===== config.mk =====
export PLATFORM = sky130hd
export DESIGN_NAME = indexed_char_stack
export DESIGN_NICKNAME = d
export VERILOG_FILES = /design/src/rtl/icstk_pkg.sv /design/src/rtl/icstk_datapath.sv /design/src/rtl/icstk_ctrl.sv /design/src/rtl/indexed_char_stack.sv
export SDC_FILE = /design/constraint.sdc
export NUM_CORES = 1
export LEC_CHECK = 0
export ABC_AREA = 1
export BUFFER_PORTS_ARGS = -buffer_cell sky130_fd_sc_hd__buf_4
export CAP_MARGIN = 20
export CORE_ASPECT_RATIO = 0.7
export CORE_MARGIN = 3
export CORE_UTILIZATION = 40
export CTS_BUF_LIST = sky130_fd_sc_hd__clkbuf_8
export CTS_CLUSTER_SIZE = 10
export DETAILED_ROUTE_END_ITERATION = 6
export GPL_ROUTABILITY_DRIVEN = 0
export PLACE_DENSITY = 0.58
export SLEW_MARGIN = 20
export SYNTH_ARGS = -nofsm -noshare
export SYNTH_HDL_FRONTEND = slang
export SYNTH_SLANG_ARGS = --single-unit

===== constraint.sdc =====
create_clock -name clk -period 4 [get_ports clk]
set_clock_uncertainty 0.15 [all_clocks]
set_input_delay 0.8 -clock clk [delete_from_list [all_inputs] [get_ports clk]]
set_output_delay 0.8 -clock clk [all_outputs]
set_load 0.03 [all_outputs]

===== src/rtl/icstk_pkg.sv =====
`timescale 1ns / 1ps

package icstk_pkg;

  localparam int DEPTH_DEF   = 64;
  localparam int FUNC_W      = 3;
  localparam int VALUE_W     = 8;
  localparam int POS_W       = 6;
  localparam int STATUS_W    = 2;
  localparam int LENGTH_W    = 7;
  localparam int IN_TDATA_W  = 24;
  localparam int OUT_TDATA_W = 24;

  localparam logic [FUNC_W-1:0] FN_PUSH    = 3'd0;
  localparam logic [FUNC_W-1:0] FN_INSERT  = 3'd1;
  localparam logic [FUNC_W-1:0] FN_REMOVE  = 3'd2;
  localparam logic [FUNC_W-1:0] FN_REVERSE = 3'd3;
  localparam logic [FUNC_W-1:0] FN_READ    = 3'd4;

  localparam logic [STATUS_W-1:0] ST_OK     = 2'd0;
  localparam logic [STATUS_W-1:0] ST_FULL   = 2'd1;
  localparam logic [STATUS_W-1:0] ST_EMPTY  = 2'd2;
  localparam logic [STATUS_W-1:0] ST_BADIDX = 2'd3;

  // controller to datapath
  typedef struct packed {
    logic load;
    logic eval;
    logic push;
    logic mv_init_ins;
    logic mv_init_rem;
    logic mv_rd;
    logic mv_wr;
    logic ins_fin;
    logic rem_fin;
    logic rv_init;
    logic rv_rdlo;
    logic rv_rdhi;
    logic rv_wrlo;
    logic rv_wrhi;
    logic rd_issue;
    logic post;
  } icstk_cmd_t;

  // datapath to controller
  typedef struct packed {
    logic is_push;
    logic is_insert;
    logic is_remove;
    logic is_reverse;
    logic is_read;
    logic ok;
    logic mv_done;
    logic rv_done;
    logic out_free;
  } icstk_stat_t;

endpackage


===== src/rtl/icstk_datapath.sv =====
`timescale 1ns / 1ps

module icstk_datapath #(
  parameter int DEPTH = icstk_pkg::DEPTH_DEF
) (
  input  logic                                clk,
  input  logic                                rst,
  input  logic [icstk_pkg::IN_TDATA_W-1:0]    in_tdata,
  input  icstk_pkg::icstk_cmd_t               cmd,
  output icstk_pkg::icstk_stat_t              stat,
  output logic                                m_axis_tvalid,
  input  logic                                m_axis_tready,
  output logic [icstk_pkg::OUT_TDATA_W-1:0]   m_axis_tdata
);
  import icstk_pkg::*;

  localparam int AW    = $clog2(DEPTH);
  localparam int CNT_W = $clog2(DEPTH + 1);
  localparam int CMP_W = (CNT_W > POS_W) ? CNT_W : POS_W;

  logic [VALUE_W-1:0]  mem [DEPTH];

  logic [FUNC_W-1:0]   op_func;
  logic [VALUE_W-1:0]  op_value;
  logic [POS_W-1:0]    op_pos;
  logic [CNT_W-1:0]    count;
  logic [AW-1:0]       idx;
  logic [AW-1:0]       lo;
  logic [AW-1:0]       hi;
  logic [VALUE_W-1:0]  tmp;
  logic [VALUE_W-1:0]  rdata;
  logic [STATUS_W-1:0] stat_q;
  logic [STATUS_W-1:0] out_status;
  logic [LENGTH_W-1:0] out_length;
  logic [VALUE_W-1:0]  out_rbyte;

  logic [STATUS_W-1:0] stat_code;
  logic                full;
  logic                empty;
  logic                bad_idx;
  logic [AW-1:0]       pos_a;
  logic [AW-1:0]       cnt_a;
  logic                we;
  logic [AW-1:0]       waddr;
  logic [VALUE_W-1:0]  wdata;
  logic                re;
  logic [AW-1:0]       raddr;

  assign pos_a   = AW'(op_pos);
  assign cnt_a   = AW'(count);
  assign full    = (count >= CNT_W'(DEPTH));
  assign empty   = (count == '0);
  assign bad_idx = (CMP_W'(op_pos) >= CMP_W'(count));

  always_comb begin
    stat_code = ST_OK;
    if (op_func == FN_PUSH) begin
      if (full) stat_code = ST_FULL;
    end else if (op_func == FN_INSERT) begin
      if (full)         stat_code = ST_FULL;
      else if (bad_idx) stat_code = ST_BADIDX;
    end else if (op_func == FN_REMOVE || op_func == FN_READ) begin
      if (empty)        stat_code = ST_EMPTY;
      else if (bad_idx) stat_code = ST_BADIDX;
    end
  end

  assign stat.is_push    = (op_func == FN_PUSH);
  assign stat.is_insert  = (op_func == FN_INSERT);
  assign stat.is_remove  = (op_func == FN_REMOVE);
  assign stat.is_reverse = (op_func == FN_REVERSE);
  assign stat.is_read    = (op_func == FN_READ);
  assign stat.ok         = (stat_code == ST_OK);
  // insert walks down to pos, remove walks up to the top
  assign stat.mv_done    = (op_func == FN_INSERT) ? (idx == pos_a)
                         : ((CNT_W'(idx) + CNT_W'(1)) >= count);
  assign stat.rv_done    = (lo >= hi);
  assign stat.out_free   = !m_axis_tvalid || m_axis_tready;

  // write port
  always_comb begin
    we    = 1'b0;
    waddr = idx;
    wdata = rdata;
    unique if (cmd.push) begin
      we    = 1'b1;
      waddr = cnt_a;
      wdata = op_value;
    end else if (cmd.ins_fin) begin
      we    = 1'b1;
      waddr = pos_a;
      wdata = op_value;
    end else if (cmd.mv_wr) begin
      we    = 1'b1;
      waddr = idx;
      wdata = rdata;
    end else if (cmd.rv_wrlo) begin
      we    = 1'b1;
      waddr = lo;
      wdata = rdata;
    end else if (cmd.rv_wrhi) begin
      we    = 1'b1;
      waddr = hi;
      wdata = tmp;
    end else begin
      we    = 1'b0;
    end
  end

  // read port
  always_comb begin
    re    = 1'b0;
    raddr = idx;
    unique if (cmd.mv_rd) begin
      re    = 1'b1;
      raddr = (op_func == FN_INSERT) ? (idx - AW'(1)) : (idx + AW'(1));
    end else if (cmd.rv_rdlo) begin
      re    = 1'b1;
      raddr = lo;
    end else if (cmd.rv_rdhi) begin
      re    = 1'b1;
      raddr = hi;
    end else if (cmd.rd_issue) begin
      re    = 1'b1;
      raddr = pos_a;
    end else begin
      re    = 1'b0;
    end
  end

  always_ff @(posedge clk) begin
    if (we) mem[waddr] <= wdata;
    if (re) rdata <= mem[raddr];
  end

  always_ff @(posedge clk) begin
    if (rst) begin
      count         <= '0;
      m_axis_tvalid <= 1'b0;
    end else begin
      if (cmd.push || cmd.ins_fin) count <= count + CNT_W'(1);
      else if (cmd.rem_fin)        count <= count - CNT_W'(1);
      if (cmd.post)                m_axis_tvalid <= 1'b1;
      else if (m_axis_tready)      m_axis_tvalid <= 1'b0;
    end
  end

  always_ff @(posedge clk) begin
    if (cmd.load) begin
      op_func  <= in_tdata[FUNC_W-1:0];
      op_value <= in_tdata[FUNC_W +: VALUE_W];
      op_pos   <= in_tdata[FUNC_W+VALUE_W +: POS_W];
    end
    if (cmd.eval) stat_q <= stat_code;
    if (cmd.mv_init_ins)      idx <= cnt_a;
    else if (cmd.mv_init_rem) idx <= pos_a;
    else if (cmd.mv_wr)       idx <= (op_func == FN_INSERT) ? (idx - AW'(1)) : (idx + AW'(1));
    if (cmd.rv_init) begin
      lo <= '0;
      hi <= empty ? '0 : AW'(count - CNT_W'(1));
    end else if (cmd.rv_wrhi) begin
      lo <= lo + AW'(1);
      hi <= hi - AW'(1);
    end
    if (cmd.rv_rdhi) tmp <= rdata;
    if (cmd.post) begin
      out_status <= stat_q;
      out_length <= LENGTH_W'(count);
      out_rbyte  <= (op_func == FN_READ && stat_q == ST_OK) ? rdata : '0;
    end
  end

  assign m_axis_tdata = {{(OUT_TDATA_W - STATUS_W - LENGTH_W - VALUE_W){1'b0}},
                         out_rbyte, out_length, out_status};

endmodule


===== src/rtl/icstk_ctrl.sv =====
`timescale 1ns / 1ps

module icstk_ctrl (
  input  logic                    clk,
  input  logic                    rst,
  input  logic                    s_axis_tvalid,
  output logic                    s_axis_tready,
  input  icstk_pkg::icstk_stat_t  stat,
  output icstk_pkg::icstk_cmd_t   cmd
);
  import icstk_pkg::*;

  typedef enum logic [9:0] {
    S_IDLE    = 10'b0000000001,
    S_EXEC    = 10'b0000000010,
    S_MV_CHK  = 10'b0000000100,
    S_MV_WR   = 10'b0000001000,
    S_RV_CHK  = 10'b0000010000,
    S_RV_RDHI = 10'b0000100000,
    S_RV_WRLO = 10'b0001000000,
    S_RV_WRHI = 10'b0010000000,
    S_RD_WAIT = 10'b0100000000,
    S_DONE    = 10'b1000000000
  } state_t;

  state_t state;
  state_t state_next;

  assign s_axis_tready = (state == S_IDLE);

  always_comb begin
    state_next = state;
    cmd        = '0;
    unique case (state)
      S_IDLE: begin
        if (s_axis_tvalid) begin
          cmd.load   = 1'b1;
          state_next = S_EXEC;
        end
      end
      S_EXEC: begin
        cmd.eval = 1'b1;
        priority if (!stat.ok) begin
          state_next = S_DONE;
        end else if (stat.is_push) begin
          cmd.push   = 1'b1;
          state_next = S_DONE;
        end else if (stat.is_insert) begin
          cmd.mv_init_ins = 1'b1;
          state_next      = S_MV_CHK;
        end else if (stat.is_remove) begin
          cmd.mv_init_rem = 1'b1;
          state_next      = S_MV_CHK;
        end else if (stat.is_reverse) begin
          cmd.rv_init = 1'b1;
          state_next  = S_RV_CHK;
        end else if (stat.is_read) begin
          cmd.rd_issue = 1'b1;
          state_next   = S_RD_WAIT;
        end else begin
          state_next = S_DONE;
        end
      end
      S_MV_CHK: begin
        if (stat.mv_done) begin
          if (stat.is_insert) cmd.ins_fin = 1'b1;
          else                cmd.rem_fin = 1'b1;
          state_next = S_DONE;
        end else begin
          cmd.mv_rd  = 1'b1;
          state_next = S_MV_WR;
        end
      end
      S_MV_WR: begin
        cmd.mv_wr  = 1'b1;
        state_next = S_MV_CHK;
      end
      // swap one pair: read low, read high, write low, write high
      S_RV_CHK: begin
        if (stat.rv_done) begin
          state_next = S_DONE;
        end else begin
          cmd.rv_rdlo = 1'b1;
          state_next  = S_RV_RDHI;
        end
      end
      S_RV_RDHI: begin
        cmd.rv_rdhi = 1'b1;
        state_next  = S_RV_WRLO;
      end
      S_RV_WRLO: begin
        cmd.rv_wrlo = 1'b1;
        state_next  = S_RV_WRHI;
      end
      S_RV_WRHI: begin
        cmd.rv_wrhi = 1'b1;
        state_next  = S_RV_CHK;
      end
      S_RD_WAIT: begin
        state_next = S_DONE;
      end
      S_DONE: begin
        if (stat.out_free) begin
          cmd.post   = 1'b1;
          state_next = S_IDLE;
        end
      end
      default: begin
        state_next = S_IDLE;
      end
    endcase
  end

  always_ff @(posedge clk) begin
    if (rst) state <= S_IDLE;
    else     state <= state_next;
  end

endmodule


===== src/rtl/indexed_char_stack.sv =====
`timescale 1ns / 1ps
// one operation at a time through a single-port-write, single-port-read byte memory
// a new word is accepted only once the result of the last one has been posted; push, errors,
// unused codes and read do no memory moves; insert and remove move one byte per step between
// position and the top of the stack, and reverse swaps one pair per step from both ends inward
// the result is registered and may stall in its register until taken
// synchronous reset empties the stack and drops any pending result; memory is not cleared
module indexed_char_stack #(
  parameter int DEPTH = icstk_pkg::DEPTH_DEF
) (
  input  logic                               clk,
  input  logic                               rst,
  input  logic                               s_axis_tvalid,
  output logic                               s_axis_tready,
  // func[2:0], value[10:3], position[16:11], zero fill above
  input  logic [icstk_pkg::IN_TDATA_W-1:0]   s_axis_tdata,
  output logic                               m_axis_tvalid,
  input  logic                               m_axis_tready,
  // status[1:0], length[8:2], read_byte[16:9], zero fill above
  output logic [icstk_pkg::OUT_TDATA_W-1:0]  m_axis_tdata
);
  import icstk_pkg::*;

  icstk_cmd_t  cmd;
  icstk_stat_t stat;

  icstk_ctrl u_ctrl (
    .clk           (clk),
    .rst           (rst),
    .s_axis_tvalid (s_axis_tvalid),
    .s_axis_tready (s_axis_tready),
    .stat          (stat),
    .cmd           (cmd)
  );

  icstk_datapath #(
    .DEPTH (DEPTH)
  ) u_dp (
    .clk           (clk),
    .rst           (rst),
    .in_tdata      (s_axis_tdata),
    .cmd           (cmd),
    .stat          (stat),
    .m_axis_tvalid (m_axis_tvalid),
    .m_axis_tready (m_axis_tready),
    .m_axis_tdata  (m_axis_tdata)
  );

endmodule


==> impl_metrics.yaml <==
yosys:
  synth_flop_cell: "edfxtp_1"
  synth_fa_ha_area_share_pct: 1.31
  synth_compound_area_share_pct: 2.36
  yosysSeqAreaShare_pct: 62.6
  yosysWarnings: 0
  yosysTopAreaCell: "edfxtp_1"
  synth_top_family_by_area: "simple AND/OR/NAND/NOR gates"
  synth_area_leaders: "edfxtp_1, nand3_1, nand2_1"
  syn_avg_cell_area_um2: 10.3
  synthMuxAreaShare_pct: 0.0353
  synth_edf_count: 576
  yosys.area_share.simple_pct: 23.9
  yosys_register_bits: 600
  synth_area_um2: 28400
  synth_cells: 2751
  synth_top_cell_area_share_pct: 61.0
  synth_xor_area_share_pct: 0.833
  synth-async-reset-ratio_pct: 0
  synth_cell_types: 55
place:
  hpwl_um: 54200
  placed_area_um2: 31300
  dp_cells: 3800
  port_buffers: 39
min_path:
  hold_depth: 1
  min_path_type: "primary input to register"
  hold_end: "u_dp.op_func[1]"
  min-delay-start: "s_axis_tdata[1]"
sta:
  finalCritPeriodShare_pct: 96.3
  slew_viol_final: 0
  maxSlewHeadroom_pct: 32.2
  setup_viol: 0
  clock.fmax_mhz: 260
  final.min_clock_period_ps: 3850
  hold_violations: 0
  whs_ps: 134
  grt_setup_unrepaired: "true"
  finalSetupTns_ps: 0
  tightest_slew_ps: 1010
global_routing:
  grt-ovfl-total: 0
  grt_pass1_vias: 20100
  grt_usage_pct: 22.2
  grt_pass1_wl_um: 126000
  grt_max_degree: 65
  antenna_found_initial: 1
power_and_ir_drop:
  pwr-share-seq_pct: 57.2
  power.share.clock_pct: 39.4
  netSwitchingPower_mw: 2.71
  pwr-share-comb_pct: 3.4
  power_density_nw_per_um2: 351
  swShare_pct: 22.6
  intPower_mw: 9.26
  power_mw: 12.0
  peakVddDrop_uv: 279
  power.leakage_nw: 13.9
routing:
  postRouteAntennaNets: 0
  drtIter0Drc: 2628
  routed.top_layer: "met4"
  wl_per_cell_um: 21.3
  route.detailed.drc: 0
  wl_met1_um: 38800
  vias: 21400
  routed_wl_um: 85100
  drt-pass1-iter-count: 5
  vias_per_cell: 5.35
  dr_wl_met2_um: 35000
  wl_met3_um: 9380
finish:
  final_cell_mix: "edfxtp_1, nand3_1, nand2_1"
  final_area_um2: 34100
  drive_above_1_share_pct: 18.1
  fillCellCount: 6321
  finalNetCount: 3033
  mostFrequentLayoutCell: "edfxtp_1"
  area_growth_pct: 20.3
  finalNonFillerCells: 3997
worst_setup_path:
  r2r_end: "u_dp.rdata[5]"
  crit_arrival_ps: 4130
  cp-start-kind: "register"
  rrSetupSlack_ps: 150
  cp_max_fo: 8
  required_ps: 4280
  endpoint_kind: "register"
  rr_worst_depth: 22
  path_class: "register to register"
  r2r_start: "u_dp.idx[0]"
clock_tree:
  cts-root-buf: "clkbuf_8"
  numCtsBuffers: 93
  ctsHoldBuffers: 0
  clock_path_buffers: 3
  h-tree-depth: 3
  cts_tree: "yes"
  clk_pin_slew_worst_paths_ps: 70
  clkLatencyLatePin_ps: 710
  cts_sinks: 600
floorplanning:
  rows: 81
  die_y_um: 229
  fp.dieW_um: 324
  num_io_pins: 54
  dieArea_um2: 74200
  initial_core_util_pct: 40.5
  core_um2: 70000
run_status:
  status: "completed"
flow_run:
  max_cap_violations: 0
-- worst max-delay path, stage by stage (launching register included) --
cell and delay [ps]:
edfxtp_1 440, ha_2 220, xor2_1 140, ha_1 310, a21oi_1 170, o21ai_0 100, nand4_1 90, o2111ai_2 140
nand2_2 140, nand3_2 110, o21ai_2 100, inv_2 80, nand2_8 80, buf_12 130, bufbuf_16 280, buf_12 110
nand3b_1 70, nand3_1 80, nand3_1 100, nand3_1 110, nand3_2 160, nand3_1 160, nand2_1 110
-- cell type report --
type	instances	area (um2)	share of cell area, %
clock inverter	64	287	0.840
multi-input combinational	1565	8700	25.5
sequential	600	17800	52.1
antenna	1	2.50	0.00733
tap	954	1190	3.50
timing repair buffer	272	3160	9.25
inverter	444	1680	4.92
clock buffer	97	1340	3.91
-- timing repair --
action | 4_1_cts | 5_1_grt
setup buffers | 6 | 14
pin swaps | 3 | 14
endpoints found under the setup margin | 139 | 428
gates cloned | 7 | 9
gates resized for setup | 61 | 78
-- routing by layer --
metal	GRT usage, %	vias to the layer above
li1	-	9798
met1	34.0	10400
met2	30.8	1039
met3	5.89	130
met4	5.98	0
met5	0	-
-- Yosys cell counts (18+ instances only) --
| master | count |
|---|---|
| o21ai_0 | 43 |
| dfxtp_1 | 24 |
| nand2_1 | 467 |
| a21oi_1 | 30 |
| edfxtp_1 | 576 |
| nor3_1 | 26 |
| buf_2 | 83 |
| ha_1 | 28 |
| inv_1 | 424 |
| xor2_1 | 24 |
| nor2_1 | 115 |
| inv_2 | 18 |
| nand3b_1 | 162 |
| clkbuf_1 | 22 |
| nand3_1 | 568 |
| buf_4 | 20 |
-- flip-flops by register name, indices dropped and copies added, names as in the netlist --
register            flops
u_dp.mem              512
u_ctrl.state           10
u_dp.op_value           8
u_dp.out_rbyte          8
u_dp.rdata              8
u_dp.tmp                8
u_dp.count              7
u_dp.out_length         7
u_dp.hi                 6
u_dp.idx                6
u_dp.lo                 6
u_dp.op_pos             6
u_dp.op_func            3
u_dp.out_status         2
u_dp.stat_q             2
u_dp.m_axis_tvalid      1
-- logic make-up after synthesis --
group                      Yosys count
AOI/OAI and AO/OA                  110
xor gates and xnor gates            27
adders and majority gates           29
buffers and inverters              592
DFF                                600
muxes                                1
other                                1
and+or+nand+nor                   1391
-- worst max-delay path by stage --
stage / start / endpoint / cells past startpoint
after floorplan: u_dp.count[4] / u_dp.mem[34][0] / 19
after global placement: u_dp.count[0] / u_dp.mem[63][2] / 18
after detailed placement: u_dp.count[0] / u_dp.mem[63][3] / 18
after CTS: u_dp.count[1] / u_dp.mem[62][4] / 20
after global routing: u_dp.count[1] / u_dp.mem[34][0] / 21
final: u_dp.idx[0] / u_dp.rdata[5] / 22
-- per-stage QoR --
stage | worst slack [ps] | utilization, %
after floorplan | 251 | -
after global routing | -20.9 | 48.7
after detailed placement | -184 | 44.7
after CTS | 5.97 | 47.8
final | 148 | 48.7
after global placement | -120 | 44.7
-- power groups by stage --
stage          Sequential [mW]  Clock, mW  Combinational [mW]
2_1_floorplan             6.97          0               0.223
3_3_place_gp              6.97          0               0.361
3_5_place_dp              6.97          0               0.370
4_1_cts                   6.84       4.81               0.387
5_1_grt                   6.84       5.12               0.445
6_report                  6.84       4.72               0.412
Power figures use the tool's default switching activity.
